[src/rtl/ias_pkg.sv]
// ias_pkg: shared types, codes and reset values for the incline actuator supervisor
// no dependencies; imported by every module of the block
package ias_pkg;

    localparam int unsigned RATE_W     = 10;
    localparam int unsigned BAND_W     = 16;
    localparam int unsigned POS_W      = 18;
    localparam int unsigned MS16_W     = 16;
    localparam int unsigned ELAPSED_W  = 10;
    localparam int unsigned TARGET_W   = 19;
    localparam int unsigned CFG_IDX_W  = 3;
    localparam int unsigned CFG_DATA_W = 18;

    localparam logic [RATE_W-1:0] RATE_RESET     = 10'd15;
    localparam logic [BAND_W-1:0] DEADBAND_RESET = 16'd1000;
    localparam logic [POS_W-1:0]  MAX_INC_RESET  = 18'd150000;
    localparam logic [MS16_W-1:0] WDOG_RESET     = 16'd1000;
    localparam logic [MS16_W-1:0] WAX_RESET      = 16'd5000;

    typedef enum logic [1:0] {
        MODE_STOPPED = 2'd0,
        MODE_UP      = 2'd1,
        MODE_DOWN    = 2'd2,
        MODE_HOMING  = 2'd3
    } mode_t;

    typedef enum logic [1:0] {
        OP_TICK      = 2'd0,
        OP_SYNC      = 2'd1,
        OP_CALIBRATE = 2'd2,
        OP_OTHER     = 2'd3
    } op_t;

    typedef enum logic [CFG_IDX_W-1:0] {
        REG_RATE     = 3'd0,
        REG_DEADBAND = 3'd1,
        REG_MAX_INC  = 3'd2,
        REG_WDOG     = 3'd3,
        REG_WAX      = 3'd4
    } reg_idx_t;

    localparam logic [2:0] FAN_OFF    = 3'd0;
    localparam logic [2:0] FAN_NORMAL = 3'd1;
    localparam logic [2:0] FAN_STRONG = 3'd2;
    localparam logic [1:0] WAX_START  = 2'd1;

    typedef struct packed {
        logic [RATE_W-1:0] rate_per_ms;
        logic [BAND_W-1:0] deadband;
        logic [POS_W-1:0]  max_incline;
        logic [MS16_W-1:0] watchdog_timeout_ms;
        logic [MS16_W-1:0] wax_duration_ms;
    } cfg_t;

    typedef struct packed {
        logic [1:0]                  operation;
        logic [ELAPSED_W-1:0]        elapsed_ms;
        logic signed [TARGET_W-1:0]  incline_target;
        logic [2:0]                  head_fan_level;
        logic [2:0]                  chest_fan_level;
        logic [1:0]                  wax_request;
    } item_t;

    typedef struct packed {
        logic [POS_W-1:0]  position;
        logic [POS_W-1:0]  target;
        mode_t             mode;
        logic              calibrated;
        logic              emergency;
        logic              direction_down;
        logic [MS16_W-1:0] silence_ms;
        logic [MS16_W-1:0] wax_remaining_ms;
        logic              wax_on;
        logic [1:0]        head_level;
        logic              head_strong;
        logic [1:0]        chest_level;
        logic              act_on;
    } state_t;

    typedef struct packed {
        logic [POS_W-1:0] incline_position;
        logic [1:0]       motor_mode;
        logic             is_calibrated;
        logic             in_emergency;
        logic             actuator_on;
        logic             actuator_down;
        logic             head_fan_on;
        logic             head_fan_strong;
        logic             chest_fan_on;
        logic             chest_fan_strong;
        logic             wax_pump_on;
        logic             data_reply;
    } result_t;

endpackage

[src/rtl/ias_cfg_regs.sv]
// ias_cfg_regs: configuration register bank with write port
// depends on ias_pkg
module ias_cfg_regs (
    input  logic                              aclk,
    input  logic                              aresetn,
    input  logic                              cfg_we,
    input  logic [ias_pkg::CFG_IDX_W-1:0]     cfg_index,
    input  logic [ias_pkg::CFG_DATA_W-1:0]    cfg_wdata,
    output ias_pkg::cfg_t                     cfg
);
    import ias_pkg::*;

    cfg_t cfg_reg;
    cfg_t cfg_next;

    always_comb begin
        cfg_next = cfg_reg;
        if (cfg_we) begin
            case (cfg_index)
                REG_RATE:     cfg_next.rate_per_ms         = cfg_wdata[RATE_W-1:0];
                REG_DEADBAND: cfg_next.deadband            = cfg_wdata[BAND_W-1:0];
                REG_MAX_INC:  cfg_next.max_incline         = cfg_wdata[POS_W-1:0];
                REG_WDOG:     cfg_next.watchdog_timeout_ms = cfg_wdata[MS16_W-1:0];
                REG_WAX:      cfg_next.wax_duration_ms     = cfg_wdata[MS16_W-1:0];
                default:      cfg_next = cfg_reg;
            endcase
        end
    end

    always_ff @(posedge aclk) begin
        if (!aresetn) begin
            cfg_reg.rate_per_ms         <= RATE_RESET;
            cfg_reg.deadband            <= DEADBAND_RESET;
            cfg_reg.max_incline         <= MAX_INC_RESET;
            cfg_reg.watchdog_timeout_ms <= WDOG_RESET;
            cfg_reg.wax_duration_ms     <= WAX_RESET;
        end else begin
            cfg_reg <= cfg_next;
        end
    end

    assign cfg = cfg_reg;

endmodule

[src/rtl/ias_step.sv]
// ias_step: next-state and result logic for one beat
// depends on ias_pkg
module ias_step (
    input  ias_pkg::cfg_t    cfg,
    input  ias_pkg::state_t  state,
    input  ias_pkg::item_t   item,
    output ias_pkg::state_t  state_next,
    output ias_pkg::result_t result
);
    import ias_pkg::*;

    always_comb begin
        logic [19:0]        delta;
        logic signed [21:0] p_ext;
        logic signed [21:0] t_ext;
        logic signed [21:0] p_up;
        logic signed [21:0] p_dn;
        logic signed [18:0] err;
        logic [18:0]        err_mag;
        logic               big_err;
        logic [16:0]        sil_sum;
        logic               tgt_ok;
        logic               reply;
        state_t             st;

        st    = state;
        reply = 1'b0;

        delta   = 20'(item.elapsed_ms) * 20'(cfg.rate_per_ms);
        p_ext   = signed'({4'b0, state.position});
        t_ext   = signed'({4'b0, state.target});
        p_up    = p_ext + signed'({2'b0, delta});
        p_dn    = p_ext - signed'({2'b0, delta});
        err     = signed'({1'b0, state.target}) - signed'({1'b0, state.position});
        err_mag = err[18] ? 19'(-err) : 19'(err);
        big_err = err_mag > {3'b0, cfg.deadband};
        sil_sum = {1'b0, state.silence_ms} + 17'(item.elapsed_ms);
        tgt_ok  = !item.incline_target[TARGET_W-1]
                  && (item.incline_target[POS_W-1:0] <= cfg.max_incline);

        case (op_t'(item.operation))
            OP_TICK: begin
                if (!state.emergency) begin
                    case (state.mode)
                        MODE_STOPPED: begin
                            if (!state.calibrated) begin
                                st.mode = MODE_HOMING;
                            end else if (big_err) begin
                                st.mode           = err[18] ? MODE_DOWN : MODE_UP;
                                st.direction_down = err[18];
                                st.act_on         = 1'b1;
                            end
                        end
                        MODE_HOMING: begin
                            st.mode       = MODE_STOPPED;
                            st.act_on     = 1'b0;
                            st.position   = '0;
                            st.target     = '0;
                            st.calibrated = 1'b1;
                        end
                        MODE_UP: begin
                            if (p_up >= t_ext) begin
                                st.mode     = MODE_STOPPED;
                                st.act_on   = 1'b0;
                                st.position = state.target;
                            end else begin
                                st.position = p_up[POS_W-1:0];
                            end
                        end
                        default: begin
                            if (p_dn <= t_ext) begin
                                st.mode     = MODE_STOPPED;
                                st.act_on   = 1'b0;
                                st.position = state.target;
                            end else begin
                                st.position = p_dn[POS_W-1:0];
                            end
                        end
                    endcase
                end
                // wax countdown
                if (state.wax_on) begin
                    if (16'(item.elapsed_ms) >= state.wax_remaining_ms) begin
                        st.wax_on           = 1'b0;
                        st.wax_remaining_ms = '0;
                    end else begin
                        st.wax_remaining_ms = state.wax_remaining_ms - 16'(item.elapsed_ms);
                    end
                end
                // watchdog
                st.silence_ms = sil_sum[16] ? '1 : sil_sum[15:0];
                if (!state.emergency && (st.silence_ms > cfg.watchdog_timeout_ms)) begin
                    st.emergency        = 1'b1;
                    st.target           = '0;
                    st.head_level       = '0;
                    st.head_strong      = 1'b0;
                    st.chest_level      = '0;
                    st.wax_on           = 1'b0;
                    st.wax_remaining_ms = '0;
                    st.act_on           = 1'b0;
                    st.mode             = MODE_STOPPED;
                end
            end
            OP_SYNC: begin
                st.emergency  = 1'b0;
                st.silence_ms = '0;
                if (state.calibrated && tgt_ok) begin
                    st.target = item.incline_target[POS_W-1:0];
                end
                if (item.head_fan_level <= FAN_STRONG) begin
                    st.head_level = item.head_fan_level[1:0];
                    if (item.head_fan_level == FAN_NORMAL) begin
                        st.head_strong = 1'b0;
                    end
                    if (item.head_fan_level == FAN_STRONG) begin
                        st.head_strong = 1'b1;
                    end
                end
                if (item.chest_fan_level <= FAN_STRONG) begin
                    st.chest_level = item.chest_fan_level[1:0];
                end
                if ((item.wax_request == WAX_START) && !state.wax_on) begin
                    st.wax_on           = 1'b1;
                    st.wax_remaining_ms = cfg.wax_duration_ms;
                end
                reply = 1'b1;
            end
            OP_CALIBRATE: begin
                st.emergency  = 1'b0;
                st.silence_ms = '0;
                st.mode       = MODE_HOMING;
                st.calibrated = 1'b0;
                reply         = 1'b1;
            end
            default: begin
                st.emergency  = 1'b0;
                st.silence_ms = '0;
            end
        endcase

        state_next = st;

        result.incline_position = st.position;
        result.motor_mode       = st.mode;
        result.is_calibrated    = st.calibrated;
        result.in_emergency     = st.emergency;
        result.actuator_on      = st.act_on;
        result.actuator_down    = st.direction_down;
        result.head_fan_on      = (st.head_level != 2'd0);
        result.head_fan_strong  = st.head_strong;
        result.chest_fan_on     = (st.chest_level != 2'd0);
        result.chest_fan_strong = (st.chest_level == FAN_STRONG[1:0]);
        result.wax_pump_on      = st.wax_on;
        result.data_reply       = reply;
    end

endmodule

[src/rtl/incline_actuator_supervisor.sv]
// incline_actuator_supervisor: top level, input register, supervisor state, result register
// depends on ias_pkg, ias_cfg_regs, ias_step
//
//  channel   ports                         beat
//  s_        s_valid/s_ready + 6 fields    one tick or decoded command
//  m_        m_valid/m_ready + 12 fields   one status result per input beat
//  cfg_      cfg_we/cfg_index/cfg_wdata    register write, no wait, no read-back
//
// one beat enters per cycle while the output is not held; a beat waits in the input
// register and moves on to the result register when the result register is free or taken
// state and the result are written at the same edge, from the step logic
// reset puts the machine in homing, uncalibrated, with all relays off
// a held result stalls the input register, which still takes one beat
module incline_actuator_supervisor (
    input  logic                                   aclk,
    input  logic                                   aresetn,
    input  logic                                   s_valid,
    output logic                                   s_ready,
    input  logic [1:0]                             s_operation,
    input  logic [ias_pkg::ELAPSED_W-1:0]          s_elapsed_ms,
    input  logic signed [ias_pkg::TARGET_W-1:0]    s_incline_target,
    input  logic [2:0]                             s_head_fan_level,
    input  logic [2:0]                             s_chest_fan_level,
    input  logic [1:0]                             s_wax_request,
    output logic                                   m_valid,
    input  logic                                   m_ready,
    output logic [ias_pkg::POS_W-1:0]              m_incline_position,
    output logic [1:0]                             m_motor_mode,
    output logic                                   m_is_calibrated,
    output logic                                   m_in_emergency,
    output logic                                   m_actuator_on,
    output logic                                   m_actuator_down,
    output logic                                   m_head_fan_on,
    output logic                                   m_head_fan_strong,
    output logic                                   m_chest_fan_on,
    output logic                                   m_chest_fan_strong,
    output logic                                   m_wax_pump_on,
    output logic                                   m_data_reply,
    input  logic                                   cfg_we,
    input  logic [ias_pkg::CFG_IDX_W-1:0]          cfg_index,
    input  logic [ias_pkg::CFG_DATA_W-1:0]         cfg_wdata
);
    import ias_pkg::*;

    cfg_t    cfg;
    item_t   in_item_reg;
    logic    in_valid_reg;
    logic    in_valid_next;
    state_t  state_reg;
    state_t  state_next;
    result_t res_next;
    result_t res_reg;
    logic    m_valid_reg;
    logic    m_valid_next;
    logic    out_free;
    logic    step_fire;
    logic    s_fire;

    ias_cfg_regs u_cfg (
        .aclk      (aclk),
        .aresetn   (aresetn),
        .cfg_we    (cfg_we),
        .cfg_index (cfg_index),
        .cfg_wdata (cfg_wdata),
        .cfg       (cfg)
    );

    ias_step u_step (
        .cfg        (cfg),
        .state      (state_reg),
        .item       (in_item_reg),
        .state_next (state_next),
        .result     (res_next)
    );

    assign out_free  = !m_valid_reg || m_ready;
    assign step_fire = in_valid_reg && out_free;
    assign s_ready   = !in_valid_reg || out_free;
    assign s_fire    = s_valid && s_ready;

    always_comb begin
        in_valid_next = in_valid_reg;
        if (s_fire) begin
            in_valid_next = 1'b1;
        end else if (step_fire) begin
            in_valid_next = 1'b0;
        end
        m_valid_next = m_valid_reg;
        if (step_fire) begin
            m_valid_next = 1'b1;
        end else if (m_ready) begin
            m_valid_next = 1'b0;
        end
    end

    always_ff @(posedge aclk) begin
        if (!aresetn) begin
            in_valid_reg              <= 1'b0;
            m_valid_reg               <= 1'b0;
            state_reg.position        <= '0;
            state_reg.target          <= '0;
            state_reg.mode            <= MODE_HOMING;
            state_reg.calibrated      <= 1'b0;
            state_reg.emergency       <= 1'b0;
            state_reg.direction_down  <= 1'b0;
            state_reg.silence_ms      <= '0;
            state_reg.wax_remaining_ms <= '0;
            state_reg.wax_on          <= 1'b0;
            state_reg.head_level      <= '0;
            state_reg.head_strong     <= 1'b0;
            state_reg.chest_level     <= '0;
            state_reg.act_on          <= 1'b0;
        end else begin
            in_valid_reg <= in_valid_next;
            m_valid_reg  <= m_valid_next;
            if (step_fire) begin
                state_reg <= state_next;
            end
        end
    end

    // payload registers
    always_ff @(posedge aclk) begin
        if (s_fire) begin
            in_item_reg.operation       <= s_operation;
            in_item_reg.elapsed_ms      <= s_elapsed_ms;
            in_item_reg.incline_target  <= s_incline_target;
            in_item_reg.head_fan_level  <= s_head_fan_level;
            in_item_reg.chest_fan_level <= s_chest_fan_level;
            in_item_reg.wax_request     <= s_wax_request;
        end
        if (step_fire) begin
            res_reg <= res_next;
        end
    end

    assign m_valid            = m_valid_reg;
    assign m_incline_position = res_reg.incline_position;
    assign m_motor_mode       = res_reg.motor_mode;
    assign m_is_calibrated    = res_reg.is_calibrated;
    assign m_in_emergency     = res_reg.in_emergency;
    assign m_actuator_on      = res_reg.actuator_on;
    assign m_actuator_down    = res_reg.actuator_down;
    assign m_head_fan_on      = res_reg.head_fan_on;
    assign m_head_fan_strong  = res_reg.head_fan_strong;
    assign m_chest_fan_on     = res_reg.chest_fan_on;
    assign m_chest_fan_strong = res_reg.chest_fan_strong;
    assign m_wax_pump_on      = res_reg.wax_pump_on;
    assign m_data_reply       = res_reg.data_reply;

endmodule
[config.mk]
export PLATFORM = sky130hd
export DESIGN_NAME = incline_actuator_supervisor
export DESIGN_NICKNAME = d
export VERILOG_FILES = /design/src/rtl/ias_pkg.sv /design/src/rtl/ias_cfg_regs.sv /design/src/rtl/ias_step.sv /design/src/rtl/incline_actuator_supervisor.sv
export SDC_FILE = /design/constraint.sdc
export NUM_CORES = 1
export LEC_CHECK = 0
export BUFFER_PORTS_ARGS = -buffer_cell sky130_fd_sc_hd__buf_4
export CORE_MARGIN = 2
export CORE_UTILIZATION = 45
export CTS_CLUSTER_DIAMETER = 60
export DETAILED_ROUTE_END_ITERATION = 12
export GPL_TIMING_DRIVEN = 0
export PLACE_DENSITY = 0.73
export SETUP_SLACK_MARGIN = 0.4
export SYNTH_ARGS = -nofsm -noshare
export SYNTH_HDL_FRONTEND = slang
export SYNTH_HIERARCHICAL = 1
export SYNTH_SLANG_ARGS = --single-unit
[constraint.sdc]
create_clock -name aclk -period 10.15 [get_ports aclk]
set_input_delay 2.03 -clock aclk [delete_from_list [all_inputs] [get_ports aclk]]
set_output_delay 2.03 -clock aclk [all_outputs]
set_load 0.02 [all_outputs]
======== Word level (Yosys, flattened, before mapping) ========
Cells that the tools add are included.
W data, S select, Z words.
operators by class
  add/subtract/negate cells ............... 6
  multiply operators ...................... 1
  $lt $le $gt $ge ......................... 8
  equal/unequal tests ..................... 17
  multiplexer cells ....................... 49
  reduce and logical (&&, ||, !) cells .... 29
operators with widths
  operator          number
  $mux W18          5
  $pmux W18 S3      1
  $mux W16          3
  $pmux W22 S2      1
  $mux W39          1
  $pmux W18 S2      1
  $mux W17          2
  $mux W23          1
  $ge A22 B19 Y1    1
  $le A22 B19 Y1    1
  $mux W1           22
  $add A18 B20 Y21  1
  $sub A18 B20 Y21  1
  $mul A10 B10 Y20  1
  $mux W20          1
  $gt A19 B16 Y1    1
  $mux W19          1
  $neg A19 Y19      1
  $sub A18 B18 Y19  1
  $le A18 B18 Y1    1
  $add A16 B10 Y17  1
  $ge A10 B16 Y1    1
  $gt A16 B16 Y1    1
  $sub A16 B10 Y16  1
  other kinds (23)  58
word-level totals
  register bits after elaboration ......... 227

======== Logic depth before layout (Yosys ltp) ========
  depth in word-level cells ............... 11
  mapped depth ............................ 41

======== Cells and area by module ========
Netlist, hierarchy kept.
by module, submodules not included
  module                       instances  cells each  area each (um2)  seq. area each (um2)
  ias_step                     1          1611        11981.5          0.0
  incline_actuator_supervisor  1          426         5331.4           3713.6
  ias_cfg_regs                 1          287         2989.1           1521.5

======== Worst setup path before layout ========
Ideal clock, no wire load.
  path type ............................... register -> register
  start ................................... register in_item_reg[32] (netlist bit)
  end ..................................... register state_reg[42] (netlist bit)
  setup time .............................. 0.106 ns
  arrival time ............................ 8.202 ns
  required time ........................... 10.044 ns
  setup slack ............................. 1.842 ns
  cell stages (with the launch flop) ...... 38
  cell sequence ........................... edfxtp_1 -> clkbuf_1 -> nand2_1 -> fa_1 -> inv_1 -> fa_1 -> inv_1 -> fa_1 -> inv_1 -> fa_1 -> fa_1 -> ha_1 -> o21ai_0 -> nand2b_1 -> o21ai_0 -> o21bai_1 -> a21o_1 -> a21o_1 -> (+2 left out) -> ha_1 -> clkbuf_1 -> nand4_1 -> nor4_1 -> nor3_1 -> xnor2_1 -> ha_1 -> a2111oi_0 -> a21oi_1 -> or3_1 -> a211oi_1 -> o21ai_1 -> buf_6 -> o31ai_1 -> a221o_1 -> buf_4 -> inv_1 -> o311ai_0
RTL lines
  element               line                                text
  start, declared       incline_actuator_supervisor.sv:46   item_t in_item_reg;
  end signal, assigned  incline_actuator_supervisor.sv:117  state_reg <= state_next;
  end, declared         incline_actuator_supervisor.sv:49   state_t state_reg;

==> flow_summary.ini <==
[clocking]
hold_buffers = 0
clk_pin_slew_worst_paths_ps = 60
cts_made_buffers = 30
tritoncts = done
cts_root_buf = clkbuf_16
h-tree-depth = 1
cts.path.max_buffers = 3
clkLatencyLatePin_ps = 600
cts_num_sinks = 227

[sta]
grt_setup_unrepaired = no
fmaxAchievable_mhz = 106
finalCritPeriodShare_pct = 93.2
setup_violations = 0
hold_slack_ps = 462
finalMaxSlewViolations = 0
period_needed_ps = 9460
slew_headroom_pct = 18.2
worst_slew_pin_slew_ps = 1220
finClkSkew_ps = 31.2
hold_violations = 0

[critical_path]
worst-setup-path-type = reg2reg
crit_top_cell = fa_1
cp-start-kind = flip-flop
arrival_ps = 9940
cp.required_ps = 10630
rr_startpoint = u_cfg/cfg[75]
rr_worst_depth = 38
end_kind = flip-flop
critPathLaunch = u_cfg/cfg[75]
path_max_fanout = 10
cpMaxStageDelayCell = fa_1
max_stage_delay_ps = 540

[logic_synthesis]
async_reset_ff_share_pct = 0
synthTopCellsByArea = dfxtp_1, ha_1, mux2i_1, edfxtp_1, fa_1
synth_top_cell_by_area = dfxtp_1
synth-seq-cells = 227
yosysUniqueCellTypes = 92
ys.flop_type = dfxtp_1
synthTopCellsByCount = nand2_1, inv_1, ha_1, mux2i_1, dfxtp_1
seq_area_frac_synth_pct = 25.8
synth_nets = 2677
syn_area_per_cell_um2 = 8.74
ys_warn_count = 6
netlist_area_um2 = 20300
synth_edf_count = 69
synth.most_common_cell = nand2_1
synth_top_area_share_pct = 15.6
syn_inst = 2324

[routing]
wl_per_cell_um = 19.9
drc = 0
drt_iter0_markers = 1295
first_pass_iters = 6
ant_nets = 0
vias = 17400
routed_via_density = 5.66
wl_um = 61200

[grt]
grt_pass1_wl_um = 94800
grtUsageTotal_pct = 25.7
grt_max_degree = 40
grt_pass1_vias = 17200
antenna_found_initial = 1
grt_overflow = 0

[min_path]
hold_path.class = reg2reg
min_delay_path_depth = 2
hp-start = u_cfg/cfg[65]

[final_layout]
final_area_um2 = 23100
regArea_um2 = 5240
post-route-util_pct = 52.0
largest_reg_flops = 80
drive_gt1_share_pct = 11.8
nNetsFinal = 2816
antenna_cells = 0
multi_input_area_um2 = 13700
area_delta_synth_final_pct = 13.7
n_fill_cell = 4080
final_cells = 3079

[pwr]
leakage_nw = 10.6
ir_worst_vdd_mv = 0.147
power.density_nw_per_um2 = 179

[die]
die_h_um = 216
die-width_um = 216
core_area_um2 = 44400
ios = 97
dieArea_um2 = 46800
rows = 77
start_util_pct = 45.7

[placement]
dpl.cell_count = 3012
hpwl_um = 48300
dpl-instance-area_um2 = 21800
port_buffers = 95
place.gp.congestion = 0.957

[run_status]
outcome = finished, final reports clean

[flow_run]
cap_violations = 0
path summary, 6_finish.rpt:
kind                            slack, ps       endpoint
worst max register to register        690  state_reg[42]
worst max-delay path                  690  state_reg[42]
worst min-delay path                  460  u_cfg/cfg[65]
worst min register to register        460  u_cfg/cfg[65]
cells by family after synthesis:
logic type / Yosys count / share of synthesized area (%)
AO/OA/AOI/OAI: 404 / 14.2
XOR/XNOR: 84 / 3.62
adder cells (fa/ha/maj): 288 / 20.2
buffers and inverters: 358 / 7.77
flip-flops: 227 / 25.8
multiplexers: 211 / 10.4
AND/OR/NAND/NOR: 752 / 18.0
stage by stage:
step	total power [mW]	setup slack, ps	setup TNS (ps)
final	4.14	695	0
after global routing	4.40	409	0
after CTS	4.08	402	0
after detailed placement	3.01	-280	-977
after global placement	2.97	-157	-289
after floorplan	2.47	1840	0
critical path, delay by kind of cell (launching register included):
kind            cells  cell delay [ps]
xor+xnor            2              470
flops               1              460
simple gates        3              540
compound gates     18             3190
buf+inv             7             1100
fa+ha+maj           8             3550
cell type report:
type,count,share of cell area (%)
multi-input combinational,1739,59.2
sequential,227,22.7
inverter,235,3.82
timing repair buffer,107,3.57
clock buffer,36,3.44
tap,592,3.21
buffer,123,3.18
clock inverter,20,0.916
routing by layer:
layer	up-vias	wire (µm)	GRT usage, %	part of all wire [%]
li1	8330	-	-	-
met1	8317	26000	33.0	42
met2	632	27700	41.6	45
met3	144	4440	4.88	7.3
met4	0	3080	12.4	5.0
met5	-	0	0	0
cells in the final DEF (no fill, tap or decap), types with 8 or more instances in the layout:
master,n
and2_1,76
or2_2,9
or3_1,13
o221ai_1,18
o211ai_1,10
dfxtp_1,156
ha_1,221
o21ai_0,45
edfxtp_1,69
xor2_1,24
nor4_1,8
and3_1,12
a21o_1,55
a222oi_1,8
clkbuf_16,31
buf_6,8
buf_4,144
nor3_1,22
o2bb2ai_1,17
a211oi_1,13
o21ai_1,15
xnor2_1,58
nor2b_1,71
o21a_1,17
a31oi_1,11
o31ai_1,9
o21bai_1,13
mux2i_1,208
fa_1,67
nand3_1,40
inv_1,232
a21oi_1,86
nand4_1,18
nand2b_1,24
clkbuf_1,43
nor2_1,83
buf_2,28
nand2_1,339
timing repair:
| item | 4_1_cts | 5_1_grt |
|---|---|---|
| pin swaps | 2 | 8 |
| resized for setup | 23 | 47 |
| endpoints found under the setup margin | 41 | 42 |
| buffers inserted | 1 | 10 |
power breakdown:
group          internal (mW)  switching (mW)
clock                  0.619           0.445
sequential             0.963          0.0229
combinational          0.808            1.28
total                   2.39            1.75
Power figures use the tool's default switching activity.
